**src/hdl/vq_codeword_histogram_assert.svh**
```systemverilog
// ----------------------------------------------------------------------------
// vq_codeword_histogram assertion macros
// Concurrent assertion helpers, empty under synthesis.
// ----------------------------------------------------------------------------
`ifndef VQ_CODEWORD_HISTOGRAM_ASSERT_SVH
`define VQ_CODEWORD_HISTOGRAM_ASSERT_SVH
`ifndef SYNTHESIS
`define VQCH_ASSERT(lbl, clk, rstn, prop) \
  lbl: assert property (@(posedge clk) disable iff (!rstn) prop) \
    else $error("vqch assertion failed");
`define VQCH_ASSERT_NEVER(lbl, clk, rstn, expr) \
  lbl: assert property (@(posedge clk) disable iff (!rstn) !(expr)) \
    else $error("vqch forbidden condition");
`else
`define VQCH_ASSERT(lbl, clk, rstn, prop)
`define VQCH_ASSERT_NEVER(lbl, clk, rstn, expr)
`endif
`endif

```
**src/hdl/vqch_pkg.sv**
```systemverilog
// ----------------------------------------------------------------------------
// vqch_pkg
// Types and constants of the nearest-codeword histogram block.
// ----------------------------------------------------------------------------
package vqch_pkg;

  localparam int DIV_STEPS = 17;
  localparam int CNT_W     = 24;
  localparam int DIST_W    = 40;
  localparam int FRAC_W    = 17;
  localparam logic [CNT_W-1:0] COUNT_MAX = '1;

  localparam logic [1:0] MODE_CB_WRITE = 2'd0;
  localparam logic [1:0] MODE_FEATURE  = 2'd1;
  localparam logic [1:0] MODE_EMIT     = 2'd2;

  localparam logic [1:0] CFG_CODEBOOK_SIZE = 2'd0;
  localparam logic [1:0] CFG_VECTOR_DIM    = 2'd1;

  localparam logic KIND_REPORT = 1'b0;
  localparam logic KIND_BIN    = 1'b1;

  typedef struct packed {
    logic [1:0]         mode;
    logic [5:0]         entry_index;
    logic [3:0]         element_index;
    logic signed [15:0] value;
  } cmd_t;

  typedef struct packed {
    logic              kind;
    logic [5:0]        codeword;
    logic [DIST_W-1:0] min_distance;
    logic [CNT_W-1:0]  bin_count;
    logic [FRAC_W-1:0] bin_fraction;
    logic              empty_res;
    logic              last;
  } res_t;

  typedef struct packed {
    logic             start;
    logic [CNT_W-1:0] num;
    logic [CNT_W-1:0] den;
  } div_req_t;

endpackage

```
**src/hdl/vqch_div.sv**
```systemverilog
// ----------------------------------------------------------------------------
// vqch_div
// Restoring divider, one quotient bit per cycle: floor(num * 2^16 / den),
// valid for num <= den.
// ----------------------------------------------------------------------------
module vqch_div (
  input  logic                             clk_i,
  input  logic                             rst_ni,
  input  vqch_pkg::div_req_t               req_i,
  output logic                             done_o,
  output logic [vqch_pkg::FRAC_W-1:0]      quo_o
);
  import vqch_pkg::*;

  logic [CNT_W:0]    r_q, r_d, rsub;
  logic [CNT_W-1:0]  den_q;
  logic [FRAC_W-1:0] q_q;
  logic [4:0]        k_q;
  logic              busy_q, done_q, ge;

  assign ge   = r_q >= {1'b0, den_q};
  assign rsub = ge ? r_q - {1'b0, den_q} : r_q;
  assign r_d  = {rsub[CNT_W-1:0], 1'b0};

  always_ff @(posedge clk_i or negedge rst_ni) begin
    if (!rst_ni) begin
      busy_q <= 1'b0;
      done_q <= 1'b0;
      k_q    <= '0;
      r_q    <= '0;
      den_q  <= '0;
      q_q    <= '0;
    end else begin
      done_q <= 1'b0;
      if (req_i.start) begin
        busy_q <= 1'b1;
        k_q    <= '0;
        r_q    <= {1'b0, req_i.num};
        den_q  <= req_i.den;
      end else if (busy_q) begin
        q_q <= {q_q[FRAC_W-2:0], ge};
        r_q <= r_d;
        k_q <= k_q + 5'd1;
        if (k_q == 5'(DIV_STEPS - 1)) begin
          busy_q <= 1'b0;
          done_q <= 1'b1;
        end
      end
    end
  end

  assign done_o = done_q;
  assign quo_o  = q_q;

endmodule
```
**config.mk**
```make
export PLATFORM = sky130hd
export DESIGN_NAME = vqch_div
export DESIGN_NICKNAME = d
export VERILOG_FILES = /design/src/hdl/vq_codeword_histogram_assert.svh /design/src/hdl/vqch_pkg.sv /design/src/hdl/vqch_div.sv
export SDC_FILE = /design/constraint.sdc
export NUM_CORES = 1
export LEC_CHECK = 0
export BUFFER_PORTS_ARGS = -buffer_cell sky130_fd_sc_hd__buf_2
export CAP_MARGIN = 10
export CORE_MARGIN = 2
export CORE_UTILIZATION = 55
export CTS_CLUSTER_SIZE = 28
export DETAILED_ROUTE_END_ITERATION = 16
export PLACE_DENSITY = 0.86
export SLEW_MARGIN = 20
export SYNTH_ARGS = -nofsm -noshare
export SYNTH_HDL_FRONTEND = slang
export SYNTH_SLANG_ARGS = --single-unit
```
**constraint.sdc**
```tcl
create_clock -name clk_i -period 2.9 [get_ports clk_i]
set_input_delay 0 -clock clk_i [delete_from_list [all_inputs] [get_ports clk_i]]
set_output_delay 0 -clock clk_i [all_outputs]
set_load 0.03 [all_outputs]
```
==> impl_metrics.yaml <==
routing:
  drtIter0Drc: 271
  ant_nets: 0
  wl_um: 10900
  viasPerCell: 5.62
  wl_per_cell_um: 14.8
  vias: 4141
  drtPass1Iterations: 5
  drc: 0
global_routing:
  track_usage: 0.263
  grt_pass1_vias: 4192
  grt_max_degree: 86
  overflow: 0
  grt_pass1_wl_um: 18600
  grtUsageMet1: 0.334
  grtUsageMet3: 0.0511
  grt_busiest_layer: "met2"
  grtUsageMet2: 0.448
  antenna_found_initial: 0
floorplan:
  initial_core_util: 0.576
  num_rows: 32
  die_y_um: 94.4
  die-area_um2: 8920
  coreArea_um2: 7810
  io_pins: 69
  die_w_um: 94.4
final_layout:
  nNetsFinal: 708
  layout-drive-gt1-share: 0.184
  diodes: 0
  final_core_util: 0.733
  area_growth_pct: 27.2
cts:
  cts.sinks: 73
  cts_inserted_buffers: 9
  cts_tree: "built"
  clockRootBuffer: "clkbuf_8"
  clk_latency_ns: 0.35
  clock_path_buffers: 2
  clk_pin_slew_worst_paths_ns: 0.07
  ctsHtreeMaxLevel: 3
flow_run:
  maxCapViolations: 0
timing:
  slew_violations: 0
  clock_skew_ns: 0.00846
  setup_viol: 0
  hold_viol_final: 0
  finalCritPeriodShare: 0.951
  fin_setup_tns_ns: 0
  tightest_slew_ns: 0.735
  slew_headroom: 0.510
  period_minus_slack_ns: 2.76
  fmax_mhz: 363
synthesis:
  yosys.area.top_type: "dfrtp_1"
  yosys_most_used_dff: "dfrtp_1"
  syn_area_per_cell_um2: 8.69
  synth-edff-count: 0
  synth_warnings: 0
  synth.top_cells.by_area: "dfrtp_1 (41%), nand2_1 (7.3%), ha_1 (7.2%)"
  synthesis.nets: 596
  synth.top_cell.area_share: 0.406
  ys_types: 53
  synth_cells: 518
  netlist_area_um2: 4500
  synthTopCellsByCount: "nand2_1 (88), dfrtp_1 (73), a21oi_1 (46)"
  synthMostInstantiatedCell: "nand2_1"
  ys_ff_latch: 73
  seq_area_frac_synth: 0.406
  async_reset_ff_frac: 1.00
worst_setup_path:
  slowest_delay_ns: 0.43
  end_kind: "flip-flop"
  ff2ff_path_depth: 9
  crit_slowest_cell: "dfrtp_1"
  critPathArrivalTime_ns: 3.01
  criticalPathCategory: "reg2reg"
  reg2reg_to: "r_q[24]$_DFFE_PN0P_"
  start_kind: "flip-flop"
  crit_fanout: 4
  reg2reg_slack_ns: 0.14
  crit_chain: "ha_1, nor2b_1, o31a_1, o31ai_2, a21o_1, a211oi_4, o31a_1, or3_1, a311oi_2"
  cp.required_ns: 3.15
  crit_path_frequent_cell: "o31a_1"
  r2r-start: "r_q[1]$_DFFE_PN0P_"
run_status:
  status: "completed"
power_and_ir_drop:
  peakVddDrop_mv: 0.470
  p_per_area_nw_per_um2: 934
  power.static_leakage_uw: 0.00276
place:
  io_buffers: 68
  place.gp.congestion: 0.897
  hpwl_um: 7190
min_path:
  whs_path_depth: 4
  hold_path_end: "r_q[23]$_DFFE_PN0P_"
  hold_start: "req_i[47]"
  hold_path.class: "in2reg"
==> layout by cell type, fill, tap and decap left out, drive strengths merged, types with 2 or more instances in the layout <==
| cell type | instances |
|---|---|
| nand2 | 88 |
| buf | 80 |
| dfrtp | 73 |
| dlygate4sd3 | 48 |
| o21ai | 46 |
| a21oi | 46 |
| inv | 35 |
| nor2 | 34 |
| ha | 26 |
| mux2i | 22 |
| nor3b | 17 |
| xnor2 | 11 |
| clkbuf | 11 |
| a21o | 10 |
| xor2 | 9 |
| nor3 | 8 |
| nand4 | 6 |
| o21a | 5 |
| a31oi | 5 |
| and3 | 4 |
| a211oi | 4 |
| clkinv | 4 |
| nor2b | 3 |
| or3 | 3 |
| nand3 | 3 |
| o31ai | 3 |
| nand2b | 2 |
| o31a | 2 |
| o2111ai | 2 |
| a221o | 2 |
| nor4 | 2 |
| and2 | 2 |
| o21bai | 2 |
| mux2 | 2 |
| a311oi | 2 |
==> worst max-delay path by stage <==
stage,start,end,slack [ns],depth (start not counted)
5_1_grt,r_q[1]$_DFFE_PN0P_,r_q[24]$_DFFE_PN0P_,-0.02,9
3_3_place_gp,r_q[12]$_DFFE_PN0P_,r_q[22]$_DFFE_PN0P_,0.17,10
2_1_floorplan,r_q[1]$_DFFE_PN0P_,r_q[24]$_DFFE_PN0P_,0.31,9
4_1_cts,r_q[13]$_DFFE_PN0P_,r_q[22]$_DFFE_PN0P_,0.03,10
6_report,r_q[1]$_DFFE_PN0P_,r_q[24]$_DFFE_PN0P_,0.14,9
3_5_place_dp,r_q[13]$_DFFE_PN0P_,r_q[24]$_DFFE_PN0P_,0.05,9
==> cells by family (layout without fill, tap and decap cells) <==
logic type	count (synthesis)	after routing	synth area share
adders and majority gates	27	27	0.0768
DFF	73	73	0.406
and+or+nand+nor	176	176	0.182
xor gates and xnor gates	20	20	0.0389
buffers and inverters	62	179	0.0542
AOI/OAI and AO/OA	136	136	0.188
muxes	24	24	0.0539
==> stage by stage <==
stage               worst slack, ns  cell area (um^2)  total power, uW  std cells  hold WS [ns]
global route                -0.0248              5720             5730        737        0.0368
floorplan                     0.313              4500             3650        518        -0.296
detailed placement           0.0541              4960             4300        672        0.0620
global placement              0.174              4960             4160        672        0.0581
CTS                          0.0318              5650             5210        736        0.0316
finish                        0.143              5720             5350        737        0.0325
==> where the power goes <==
part / switching (uW) / total (uW) / internal, uW
Combinational: 1650 / 3030 / 1370
Sequential: 212 / 1490 / 1270
Clock: 391 / 832 / 442
==> flip-flops by register name, indices dropped and copies added (netlist names) <==
register  flops
r_q          25
den_q        24
quo_o        17
k_q           5
busy_q        1
done_o        1
==> critical path, delay by kind of cell (launching register included) <==
family,cells,cell delay [ns]
DFF,1,0.43
and+or+nand+nor,2,0.51
adders and majority gates,1,0.32
AOI/OAI and AO/OA,6,1.41
==> timing repair <==
item,in CTS,in global routing
hold buffers,48,0
setup endpoints to repair,0,16
gates resized for setup,0,16
setup buffers,0,1
endpoints found under the hold margin,120,0
==> cell type report <==
cell class	instances	area (um^2)
Fill cell	585	2080
Sequential cell	73	1830
Clock inverter	5	53.8
Tap cell	102	128
Inverter	35	131
Clock buffer	11	151
Multi-Input combinational cell	383	2490
Timing Repair Buffer	128	940
==> per-layer routing <==
layer | wire, um | vias to the layer above
met2 | 5490 | 108
met3 | 495 | 21
met5 | 0 | -
met1 | 4740 | 2000
li1 | - | 2012
met4 | 214 | 0
Power figures use the tool's default switching activity.
